**config.mk**
```make
export PLATFORM = sky130hd
export DESIGN_NAME = timer_task_scheduler
export DESIGN_NICKNAME = d
export VERILOG_FILES = /design/src/tts_pkg.sv /design/src/tts_front.sv /design/src/tts_back.sv /design/src/tts_out.sv /design/src/timer_task_scheduler.sv
export SDC_FILE = /design/constraint.sdc
export NUM_CORES = 2
export LEC_CHECK = 0
export BUFFER_PORTS_ARGS = -buffer_cell sky130_fd_sc_hd__buf_4
export CORE_ASPECT_RATIO = 1.2
export CORE_MARGIN = 5
export CORE_UTILIZATION = 25
export DETAILED_ROUTE_END_ITERATION = 6
export PLACE_DENSITY = 0.36
export REMOVE_ABC_BUFFERS = 1
export SLEW_MARGIN = 30
export SYNTH_ARGS = -nofsm -noshare
export SYNTH_HDL_FRONTEND = slang
export SYNTH_HIERARCHICAL = 1
export SYNTH_SLANG_ARGS = --single-unit
```
**constraint.sdc**
```tcl
create_clock -name clk -period 11.47 [get_ports clk]
set_input_delay 1.147 -clock clk [delete_from_list [all_inputs] [get_ports clk]]
set_output_delay 1.147 -clock clk [all_outputs]
set_load 0.05 [all_outputs]
```
**src/tts_pkg.sv**
```systemverilog
`timescale 1ns / 1ps
`default_nettype none
package tts_pkg;

  localparam int TASK_SLOTS_DEF   = 16;
  localparam int CANCEL_SLOTS_DEF = 16;
  localparam int TIME_BITS_DEF    = 32;
  localparam int MAX_RESULTS      = 16;
  localparam int ID_BITS          = 16;
  localparam int CNT_BITS         = 16;

  typedef enum logic [1:0] {
    OP_ADD    = 2'd0,
    OP_CANCEL = 2'd1,
    OP_TICK   = 2'd2,
    OP_CLEAR  = 2'd3
  } op_t;

  typedef enum logic [2:0] {
    ST_ADDED       = 3'd0,
    ST_TABLE_FULL  = 3'd1,
    ST_CANCEL_OK   = 3'd2,
    ST_CANCEL_DUP  = 3'd3,
    ST_CANCEL_FULL = 3'd4,
    ST_FIRED       = 3'd5,
    ST_NOTHING     = 3'd6
  } status_t;

  typedef struct packed {
    status_t             status;
    logic [ID_BITS-1:0]  fired_id;
    logic                last;
  } result_t;

  typedef enum logic [2:0] {
    S_IDLE,
    S_SCAN,
    S_CHECK,
    S_ACT,
    S_DONE
  } state_t;

endpackage
`default_nettype wire

```
**src/tts_front.sv**
```systemverilog
`timescale 1ns / 1ps
`default_nettype none
// Input side: registers one request into a single-entry holding stage.
module tts_front #(
  parameter int TIME_BITS = tts_pkg::TIME_BITS_DEF
) (
  input  wire logic                          clk,
  input  wire logic                          rst,
  input  wire logic                          in_valid,
  output logic                               in_ready,
  input  wire logic [1:0]                    in_op,
  input  wire logic [tts_pkg::ID_BITS-1:0]   in_id,
  input  wire logic [TIME_BITS-1:0]          in_expire,
  input  wire logic [TIME_BITS-1:0]          in_interval,
  input  wire logic [1:0]                    in_mode,
  input  wire logic [tts_pkg::CNT_BITS-1:0]  in_count,
  input  wire logic [TIME_BITS-1:0]          in_now,
  output logic                               q_valid,
  input  wire logic                          q_take,
  output logic [1:0]                         q_op,
  output logic [tts_pkg::ID_BITS-1:0]        q_id,
  output logic [TIME_BITS-1:0]               q_expire,
  output logic [TIME_BITS-1:0]               q_interval,
  output logic [1:0]                         q_mode,
  output logic [tts_pkg::CNT_BITS-1:0]       q_count,
  output logic [TIME_BITS-1:0]               q_now
);

  assign in_ready = !q_valid || q_take;

  always_ff @(posedge clk) begin
    if (rst) begin
      q_valid <= 1'b0;
    end else if (in_ready) begin
      q_valid <= in_valid;
    end
    if (in_valid && in_ready) begin
      q_op       <= in_op;
      q_id       <= in_id;
      q_expire   <= in_expire;
      q_interval <= in_interval;
      q_mode     <= in_mode;
      q_count    <= in_count;
      q_now      <= in_now;
    end
  end

endmodule
`default_nettype wire

```
**src/tts_back.sv**
```systemverilog
`timescale 1ns / 1ps
`default_nettype none
// Executes requests against the task table and cancel set.
module tts_back #(
  parameter int TASK_SLOTS   = tts_pkg::TASK_SLOTS_DEF,
  parameter int CANCEL_SLOTS = tts_pkg::CANCEL_SLOTS_DEF,
  parameter int TIME_BITS    = tts_pkg::TIME_BITS_DEF
) (
  input  wire logic                          clk,
  input  wire logic                          rst,
  input  wire logic                          q_valid,
  output logic                               q_take,
  input  wire logic [1:0]                    q_op,
  input  wire logic [tts_pkg::ID_BITS-1:0]   q_id,
  input  wire logic [TIME_BITS-1:0]          q_expire,
  input  wire logic [TIME_BITS-1:0]          q_interval,
  input  wire logic [1:0]                    q_mode,
  input  wire logic [tts_pkg::CNT_BITS-1:0]  q_count,
  input  wire logic [TIME_BITS-1:0]          q_now,
  output logic                               res_valid,
  input  wire logic                          res_ready,
  output tts_pkg::result_t                   res
);

  localparam int TW = (TASK_SLOTS > 1) ? $clog2(TASK_SLOTS) : 1;
  localparam int CW = (CANCEL_SLOTS > 1) ? $clog2(CANCEL_SLOTS) : 1;
  localparam int NW = $clog2(tts_pkg::MAX_RESULTS + 1);

  logic [TASK_SLOTS-1:0]             slot_valid;
  logic [tts_pkg::ID_BITS-1:0]       slot_id       [TASK_SLOTS];
  logic [TIME_BITS-1:0]              slot_expiry   [TASK_SLOTS];
  logic [TIME_BITS-1:0]              slot_interval [TASK_SLOTS];
  logic [1:0]                        slot_mode     [TASK_SLOTS];
  logic [tts_pkg::CNT_BITS-1:0]      slot_runs_left[TASK_SLOTS];
  logic [CANCEL_SLOTS-1:0]           cancel_valid;
  logic [tts_pkg::ID_BITS-1:0]       cancel_id     [CANCEL_SLOTS];
  logic [TASK_SLOTS-1:0]             done;

  tts_pkg::state_t state, state_next;
  logic [TW:0]          scan_idx;
  logic                 have_best;
  logic [TW-1:0]        best;
  logic [TIME_BITS-1:0] best_exp;
  logic [NW-1:0]        n_fired;
  logic [tts_pkg::ID_BITS-1:0] held_id;

  // cancel lookup and free-slot searches are flat compares over the cancel set and task table
  logic                  c_hit;
  logic [CW-1:0]         c_idx;
  logic                  c_free;
  logic [CW-1:0]         c_free_idx;
  logic                  t_free;
  logic [TW-1:0]         t_free_idx;
  logic [tts_pkg::ID_BITS-1:0] look_id;

  assign look_id = (q_op == tts_pkg::OP_CANCEL) ? q_id : slot_id[best];

  always_comb begin
    c_hit = 1'b0; c_idx = '0; c_free = 1'b0; c_free_idx = '0;
    for (int i = CANCEL_SLOTS - 1; i >= 0; i--) begin
      if (cancel_valid[i] && cancel_id[i] == look_id) begin
        c_hit = 1'b1; c_idx = CW'(i);
      end
      if (!cancel_valid[i]) begin
        c_free = 1'b1; c_free_idx = CW'(i);
      end
    end
    t_free = 1'b0; t_free_idx = '0;
    for (int i = TASK_SLOTS - 1; i >= 0; i--) begin
      if (!slot_valid[i]) begin
        t_free = 1'b1; t_free_idx = TW'(i);
      end
    end
  end

  logic [TW-1:0]        sidx;
  logic                 s_due;
  logic [TIME_BITS:0]   resched;
  logic [TIME_BITS-1:0] resched_sat;
  logic                 keep;

  assign sidx  = scan_idx[TW-1:0];
  assign s_due = slot_valid[sidx] && !done[sidx] && (slot_expiry[sidx] <= q_now);
  assign resched = {1'b0, q_now} + {1'b0, slot_interval[best]};
  assign resched_sat = resched[TIME_BITS] ? '1 : resched[TIME_BITS-1:0];
  assign keep = slot_mode[best][0] ||
                (slot_mode[best][1] && slot_runs_left[best] > tts_pkg::CNT_BITS'(1));

  logic out_free;
  logic res_load;
  assign out_free = !res_valid || res_ready;
  // a fired result is sent one firing late, so the closing one can carry last
  assign res_load = out_free &&
                    ((state == tts_pkg::S_IDLE && q_valid && q_op != tts_pkg::OP_TICK) ||
                     (state == tts_pkg::S_ACT && n_fired != '0) ||
                     state == tts_pkg::S_DONE);

  always_comb begin
    state_next = state;
    unique case (state)
      tts_pkg::S_IDLE:  if (q_valid && out_free) begin
        state_next = (q_op == tts_pkg::OP_TICK) ? tts_pkg::S_SCAN : tts_pkg::S_IDLE;
      end
      tts_pkg::S_SCAN:  if (scan_idx == (TW+1)'(TASK_SLOTS - 1)) begin
        state_next = (have_best || s_due) ? tts_pkg::S_CHECK : tts_pkg::S_DONE;
      end
      tts_pkg::S_CHECK: state_next = c_hit ? tts_pkg::S_SCAN :
                          (n_fired == NW'(tts_pkg::MAX_RESULTS)) ? tts_pkg::S_DONE
                          : tts_pkg::S_ACT;
      tts_pkg::S_ACT:   if (out_free) state_next = tts_pkg::S_SCAN;
      tts_pkg::S_DONE:  if (out_free) state_next = tts_pkg::S_IDLE;
      default:          state_next = tts_pkg::S_IDLE;
    endcase
  end

  assign q_take = (state == tts_pkg::S_IDLE && q_valid && out_free &&
                   q_op != tts_pkg::OP_TICK) ||
                  (state == tts_pkg::S_DONE && out_free);

  always_ff @(posedge clk) begin
    if (rst) begin
      state <= tts_pkg::S_IDLE;
      slot_valid <= '0;
      cancel_valid <= '0;
      res_valid <= 1'b0;
      done <= '0;
      n_fired <= '0;
      scan_idx <= '0;
      have_best <= 1'b0;
    end else begin
      state <= state_next;
      res_valid <= res_load || (res_valid && !res_ready);
      unique case (state)
        tts_pkg::S_IDLE: if (q_valid && out_free) begin
          done <= '0; n_fired <= '0; scan_idx <= '0; have_best <= 1'b0;
          unique case (tts_pkg::op_t'(q_op))
            tts_pkg::OP_ADD: begin
              res <= '{t_free ? tts_pkg::ST_ADDED : tts_pkg::ST_TABLE_FULL, q_id, 1'b1};
              if (t_free) begin
                slot_valid[t_free_idx]     <= 1'b1;
                slot_id[t_free_idx]        <= q_id;
                slot_expiry[t_free_idx]    <= q_expire;
                slot_interval[t_free_idx]  <= q_interval;
                slot_mode[t_free_idx]      <= q_mode;
                slot_runs_left[t_free_idx] <= q_count;
              end
            end
            tts_pkg::OP_CANCEL: begin
              if (c_hit) res <= '{tts_pkg::ST_CANCEL_DUP, q_id, 1'b1};
              else if (c_free) begin
                res <= '{tts_pkg::ST_CANCEL_OK, q_id, 1'b1};
                cancel_valid[c_free_idx] <= 1'b1;
                cancel_id[c_free_idx] <= q_id;
              end else res <= '{tts_pkg::ST_CANCEL_FULL, q_id, 1'b1};
            end
            tts_pkg::OP_CLEAR: begin
              res <= '{tts_pkg::ST_NOTHING, '0, 1'b1};
              slot_valid <= '0;
              cancel_valid <= '0;
            end
            tts_pkg::OP_TICK: ;
            default: ;
          endcase
        end
        tts_pkg::S_SCAN: begin
          if (s_due && (!have_best || slot_expiry[sidx] < best_exp)) begin
            have_best <= 1'b1; best <= sidx; best_exp <= slot_expiry[sidx];
          end
          if (scan_idx != (TW+1)'(TASK_SLOTS - 1)) scan_idx <= scan_idx + 1'b1;
        end
        tts_pkg::S_CHECK: begin
          scan_idx <= '0; have_best <= 1'b0;
          if (c_hit) begin
            cancel_valid[c_idx] <= 1'b0;
            slot_valid[best] <= 1'b0;
            done[best] <= 1'b1;
          end
        end
        tts_pkg::S_ACT: if (out_free) begin
          if (n_fired != '0) res <= '{tts_pkg::ST_FIRED, held_id, 1'b0};
          held_id <= slot_id[best];
          n_fired <= n_fired + 1'b1;
          done[best] <= 1'b1;
          if (keep) begin
            slot_expiry[best] <= resched_sat;
            if (slot_mode[best][1] && slot_runs_left[best] != '0)
              slot_runs_left[best] <= slot_runs_left[best] - 1'b1;
          end else begin
            slot_valid[best] <= 1'b0;
          end
        end
        tts_pkg::S_DONE: if (out_free) begin
          // closing result: the held firing, or nothing when none fired
          if (n_fired == '0) res <= '{tts_pkg::ST_NOTHING, '0, 1'b1};
          else res <= '{tts_pkg::ST_FIRED, held_id, 1'b1};
        end
        default: ;
      endcase
    end
  end

  assert property (@(posedge clk) disable iff (rst)
    state == tts_pkg::S_ACT |-> have_best == 1'b0)
    else $error("act entered with live scan");
  assert property (@(posedge clk) disable iff (rst)
    n_fired <= NW'(tts_pkg::MAX_RESULTS))
    else $error("fire count overrun");
  assert property (@(posedge clk) disable iff (rst)
    q_take |-> q_valid)
    else $error("take without request");

endmodule
`default_nettype wire

```
**src/tts_out.sv**
```systemverilog
`timescale 1ns / 1ps
`default_nettype none
// Output stage: one register between the back end and the result port.
module tts_out (
  input  wire logic              clk,
  input  wire logic              rst,
  input  wire logic              res_valid,
  output logic                   res_ready,
  input  wire tts_pkg::result_t  res,
  output logic                   m_valid,
  input  wire logic              m_ready,
  output tts_pkg::result_t       m_res
);

  logic m_free;

  assign m_free = !m_valid || m_ready;
  assign res_ready = m_free;

  always_ff @(posedge clk) begin
    if (rst) begin
      m_valid <= 1'b0;
    end else if (m_free) begin
      m_valid <= res_valid;
      if (res_valid) m_res <= res;
    end
  end

endmodule
`default_nettype wire

```
**src/timer_task_scheduler.sv**
```systemverilog
`timescale 1ns / 1ps
`default_nettype none
// Add, cancel and clear: the result passes the back-end result register and
// the output register; one request per cycle while the result side keeps up.
// Tick: the back end scans all TASK_SLOTS slots for the earliest due task, then
// fires it or drops it if cancelled, and scans again; the next request is taken
// as the closing result is loaded, ahead of the output register.
// Synchronous reset empties the task table, cancel set and result stages.
module timer_task_scheduler #(
  parameter int TASK_SLOTS   = tts_pkg::TASK_SLOTS_DEF,
  parameter int CANCEL_SLOTS = tts_pkg::CANCEL_SLOTS_DEF,
  parameter int TIME_BITS    = tts_pkg::TIME_BITS_DEF
) (
  input  wire logic         clk,
  input  wire logic         rst,
  input  wire logic         s_axis_tvalid,
  output logic              s_axis_tready,
  // operation
  input  wire logic [1:0]   s_axis_tuser,
  // task id, expiry, interval, periodic, repeat, run count, current time,
  // zero pad
  input  wire logic [((34+3*TIME_BITS)+7)/8*8-1:0] s_axis_tdata,
  output logic              m_axis_tvalid,
  input  wire logic         m_axis_tready,
  // status
  output logic [2:0]        m_axis_tuser,
  // fired id
  output logic [15:0]       m_axis_tdata,
  output logic              m_axis_tlast
);

  localparam int T = TIME_BITS;

  logic q_valid, q_take;
  logic [1:0] q_op, q_mode;
  logic [15:0] q_id, q_count;
  logic [T-1:0] q_expire, q_interval, q_now;
  logic res_valid, res_ready;
  tts_pkg::result_t res, m_res;

  tts_front #(.TIME_BITS(T)) u_front (
    .clk, .rst,
    .in_valid(s_axis_tvalid), .in_ready(s_axis_tready),
    .in_op(s_axis_tuser), .in_id(s_axis_tdata[15:0]),
    .in_expire(s_axis_tdata[16+T-1:16]),
    .in_interval(s_axis_tdata[16+2*T-1:16+T]),
    .in_mode(s_axis_tdata[16+2*T+1:16+2*T]),
    .in_count(s_axis_tdata[18+2*T+15:18+2*T]),
    .in_now(s_axis_tdata[34+3*T-1:34+2*T]),
    .q_valid, .q_take, .q_op, .q_id, .q_expire, .q_interval,
    .q_mode, .q_count, .q_now
  );

  tts_back #(.TASK_SLOTS(TASK_SLOTS), .CANCEL_SLOTS(CANCEL_SLOTS),
             .TIME_BITS(T)) u_back (
    .clk, .rst, .q_valid, .q_take, .q_op, .q_id, .q_expire, .q_interval,
    .q_mode, .q_count, .q_now, .res_valid, .res_ready, .res
  );

  tts_out u_out (
    .clk, .rst, .res_valid, .res_ready, .res,
    .m_valid(m_axis_tvalid), .m_ready(m_axis_tready), .m_res
  );

  assign m_axis_tuser = m_res.status;
  assign m_axis_tdata = m_res.fired_id;
  assign m_axis_tlast = m_res.last;

endmodule
`default_nettype wire

```
======== Yosys cells after proc, flatten, opt, wreduce, memory -nomap -nowiden ========
Memory sizes are Yosys's and may differ from the RTL's. A register that Yosys moved wholly into a read port is not among the register bits.
Index checks and enable logic that the tools add are counted.
storage, ports and cells
  register bits ........................... 289
  output and inout bits ................... 22
  input bits .............................. 142
  logic and storage cells ................. 362
  memories ................................ 6
  RAM bits ................................ 1824
memory list
  name                   depth  width  read ports  clocked after memory_dff  wr ports  RTL line        RTL
  u_back.slot_expiry     16     32     1           1                         1         tts_back.sv:31  logic [TIME_BITS-1:0] slot_expiry [TASK_SLOTS];
  u_back.slot_interval   16     32     1           1                         1         tts_back.sv:32  logic [TIME_BITS-1:0] slot_interval [TASK_SLOTS];
  u_back.cancel_id       16     16     16          0                         1         tts_back.sv:36  logic [tts_pkg::ID_BITS-1:0] cancel_id [CANCEL_SLOTS];
  u_back.slot_id         16     16     1           1                         1         tts_back.sv:30  logic [tts_pkg::ID_BITS-1:0] slot_id [TASK_SLOTS];
  u_back.slot_runs_left  16     16     1           1                         1         tts_back.sv:34  logic [tts_pkg::CNT_BITS-1:0] slot_runs_left[TASK_SLOTS];
  u_back.slot_mode       16     2      1           1                         1         tts_back.sv:33  logic [1:0] slot_mode [TASK_SLOTS];
cells by class
  mux-type cells .......................... 190
  $add $sub $neg .......................... 4
  equal/unequal tests ..................... 42
  bitwise logic cells ..................... 8
  reduce and logical (&&, ||, !) cells .... 74
  order comparisons ....................... 12
operator list
  operator               count
  $eq A16 B16 Y1         16
  $mux W16               14
  $mux W4                56
  $mux W20               6
  $pmux W20 S3           2
  $pmux W16 S2           3
  $pmux W16 S3           2
  $mux W1                84
  $mux W32               2
  $or A16 B16 Y16        3
  $logic_and A1 B1 Y1    35
  $add A32 B32 Y33       1
  $and A16 B16 Y16       2
  $le A32 B32 Y1         1
  $lt A32 B32 Y1         1
  $not A16 Y16           2
  $reduce_or A32 Y1      1
  $lt A4 B5 Y1 const B   5
  $mux W3                7
  $mux W19               1
  $reduce_and A3 Y1      6
  $demux W1 S4           4
  $ge A4 B1 Y1 const B   4
  $gt A16 B1 Y1 const B  1
  35 further kinds       71

======== Depth between registers and ports, before layout ========
  word-level depth ........................ 28
  depth in mapped cells ................... 31
  mapped depth without buffers ............ 19

======== By module ========
Netlist, hierarchy kept.
modules (own cells, without submodules)
  module     sequential area each (µm²)  area an instance (µm²)  times used  cells an instance
  tts_back   58356.0                     85046.6                 1           4907
  tts_front  3983.8                      4018.9                  1           137
  tts_out    620.6                       655.6                   1           25

======== Worst setup path after synthesis ========
No wires, ideal clock.
  path kind ............................... register to register
  start point ............................. reg with a tool-made name
  end point ............................... reg with a tool-made name
  slack ................................... 1.917 ns
  stages on the path, launching flop included .. 21
  arrival ................................. 9.476 ns
  path buffers ............................ 3
  setup time .............................. 0.077 ns
  cell sequence ........................... dfxtp_1 -> buf_1 -> clkbuf_1 -> buf_1 -> mux4_2 -> mux4_2 -> ha_1 -> nor2b_1 -> o21a_1 -> o21a_1 -> o21a_1 -> o21a_1 -> o21a_1 -> o21a_1 -> o21ai_0 -> nand2_1 -> a211oi_1 -> o221ai_1 -> or3_1 -> nor4_1 -> mux2_2

==> impl_metrics.toml <==
[status]
status = "completed"

[timing]
slew_violations = 0
fin_skew_ns = 0.0954
fin_setup_tns_ns = 0
period_share_pct = 67.5
setup_viol = 0
slew_headroom_pct = 26.7
hold_violations = 0
rsz0062_at_grt = "no"
worstMarginPinSlew_ns = 1.09
fmax_mhz = 129
period_minus_slack_ns = 7.74

[final_layout]
seqCellArea_sq_um = 63000
multi_input_area_sq_um = 25500
area_growth_pct = 17.9
drive_above_1_share_pct = 24.4
mostFrequentLayoutCells = "edfxtp_1, mux4_2, buf_4"
final_area_sq_um = 106000
layout_commonest_cell = "edfxtp_1"
fill_cells = 35500
num-nets-final = 5706

[drt]
viasPerCell = 4.79
drc = 0
ant_nets = 0
wl_um = 312000
drtIter0Drc = 3806
drtPass1Iterations = 6
num_vias = 49900
wl_per_cell_um = 30.0

[synthesis]
async_reset_ff_share_pct = 0
synthFlopType = "edfxtp_1"
yosys_register_bits = 2121
synth_largest_area_cell = "edfxtp_1"
synth_edf_count = 2048
ys_seq_area_share_pct = 70.2
synth_fa_ha_area_share_pct = 1.49
postSynthAreaPerCell_sq_um = 17.7
yosys_warnings = 6
synth-xor-area-share_pct = 3.01
synth-simple-area-share_pct = 4.88
netlist_instances = 5069
syn_area_sq_um = 89700
synth_compound_area_share_pct = 6.37
synth_top_family_by_area = "multiplexers"
synthDominantCellAreaShare_pct = 68.5
yosysUniqueCellTypes = 128
yosys-top-cells-area = "edfxtp_1, mux4_2, xnor2_1"
muxShareOfSynthArea_pct = 12.1

[clocking]
cts_resized = 0
cts_made_buffers = 244
root_buffer = "clkbuf_16"
clock_path_buffers = 4
ctsHoldBuffers = 0
h-tree-depth = 4
cts_setup_buffers = 0
clk_pin_slew_ns = 0.06
worst_skew_pair.late_latency_ns = 0.93
clock-sinks = 2121
cts_tree = "done"

[worst_setup_path]
startpoint_type = "flip-flop"
worstPathArrival_ns = 8.35
worstSetupEndpointType = "flip-flop"
crit_type = "reg -> reg"
critPathRequiredTime_ns = 12.08
cp_max_fo = 43

[pwr]
clock_power_share_pct = 45.8
power.share.sequential_pct = 50.4
vdd_drop_max_v = 0.000144
powerDensity_nw_per_um2 = 162
p_sw_mw = 3.75
swShare_pct = 21.9
leakagePower_nw = 33.5
p_comb_share_pct = 3.7
intPower_mw = 13.4

[floorplanning]
initial_core_util_pct = 25.0
die_area_sq_um = 371000
die_x_um = 557
die_h_um = 666
core_sq_um = 358000
row_count = 241
ioPinCount = 164

[placed_design]
detailed_place_hpwl_um = 195000
postPlaceCellArea_sq_um = 97700
port_buffers = 157
gp_congestion = 0.907

[global_routing]
grt-ovfl-total = 0
antenna_found_initial = 15
grt_usage_pct = 16.4
grt_max_degree = 89
grt_pass1_vias = 52000
grt_pass1_wl_um = 431000

[run]
maxCapViolCount = 0

[min_path]
hp-class = "in -> reg"
-- per-stage QoR --
| step | std cells | hold slack (ns) | total power, mW | util, % | worst slack, ns |
|---|---|---|---|---|---|
| 2_1_floorplan | 4843 | 0.400 | 9.12 | - | -8.03 |
| 3_3_place_gp | 9943 | 0.406 | 9.44 | 27.2 | 3.64 |
| 3_5_place_dp | 9949 | 0.407 | 9.45 | 27.3 | 3.63 |
| 4_1_cts | 10400 | 0.271 | 17.4 | 29.5 | 3.68 |
| 5_1_grt | 10400 | 0.300 | 17.7 | 29.5 | 3.35 |
| 6_report | 10400 | 0.387 | 17.1 | 29.5 | 3.73 |
-- kinds of logic after synthesis --
group	Yosys count
AO/OA/AOI/OAI	753
buffers and inverters	380
adder cells (fa/ha/maj)	106
AND/OR/NAND/NOR	851
XOR/XNOR	308
flip-flops	2121
multiplexers	550
-- final timing paths --
path,depth (start not counted),start,slack [ns],end
hold reg to reg,0,u_back/res[11],0.42,u_out/m_res[11]
hold / removal,1,s_axis_tdata[96],0.39,u_front/q_count[14]
setup / recovery,16,flip-flop,3.73,u_back/cancel_id[7][11]
setup reg to reg,16,flip-flop,3.73,u_back/cancel_id[7][11]
-- sequential cells by signal, indices dropped and copies added, names as in the netlist, 32 cells and up, named ones only --
name	count
u_back/best_exp	32
u_back/cancel_id	256
u_back/slot_expiry	512
u_back/slot_id	256
u_back/slot_interval	512
u_back/slot_mode	32
u_back/slot_runs_left	256
u_front/q_expire	32
u_front/q_interval	32
u_front/q_now	32
-- power by group through the flow --
stage | combinational (mW) | sequential [mW] | clock (mW)
3_5_place_dp | 0.649 | 8.80 | 0
6_report | 0.640 | 8.63 | 7.84
3_3_place_gp | 0.644 | 8.80 | 0
5_1_grt | 0.692 | 8.64 | 8.42
4_1_cts | 0.651 | 8.63 | 8.12
2_1_floorplan | 0.311 | 8.81 | 0
-- critical path, cell delays in order, from the launching register on --
cell	delay (ns)
dfxtp_4	0.81
buf_4	0.77
nand2b_1	0.33
o22ai_2	0.63
or3_1	0.66
nand2_2	0.63
xnor2_1	0.29
o2111ai_1	0.14
nor4_1	0.09
buf_4	0.17
nor4_1	0.58
nand4_2	0.48
or2_4	0.42
nor2_1	0.43
nand2_1	0.36
nor2_1	0.23
buf_4	0.29
-- layer usage --
layer / share of wire [%] / vias to the layer above / track usage [%]
met3: 4.0 / 463 / 2.21
li1: - / 21300 / -
met2: 50 / 1249 / 28.9
met4: 3.1 / 0 / 4.67
met5: 0 / - / 0
met1: 42 / 26800 / 21.1
-- cells in the mapped netlist, types with 24 or more instances --
library cell	n
o21ai_0	92
nor4_1	30
nand2b_1	36
nor3_1	60
a22o_1	26
o211ai_1	25
nand3_1	68
nand4_1	58
and2_1	24
xnor2_1	178
edfxtp_1	2048
inv_1	149
mux4_2	416
a22oi_1	25
a21o_1	26
a211oi_1	24
nor2b_1	40
dfxtp_1	73
clkbuf_1	113
buf_1	46
ha_1	105
xor2_1	130
a21oi_1	174
buf_2	27
nor2_1	267
o21a_1	25
mux2i_1	115
nand2_1	148
-- final cells by class --
| cell class | count | area share [%] |
|---|---|---|
| flip-flops and latches | 2121 | 59.5 |
| multi-input cells | 2568 | 24.1 |
| clock buffers | 301 | 6.13 |
| well taps | 4738 | 5.60 |
| repair buffers | 369 | 2.69 |
| clock inverters | 141 | 1.37 |
| inverters | 154 | 0.552 |
| diodes | 6 | 0.0142 |
No activity file was read; power rests on OpenSTA's default activity.
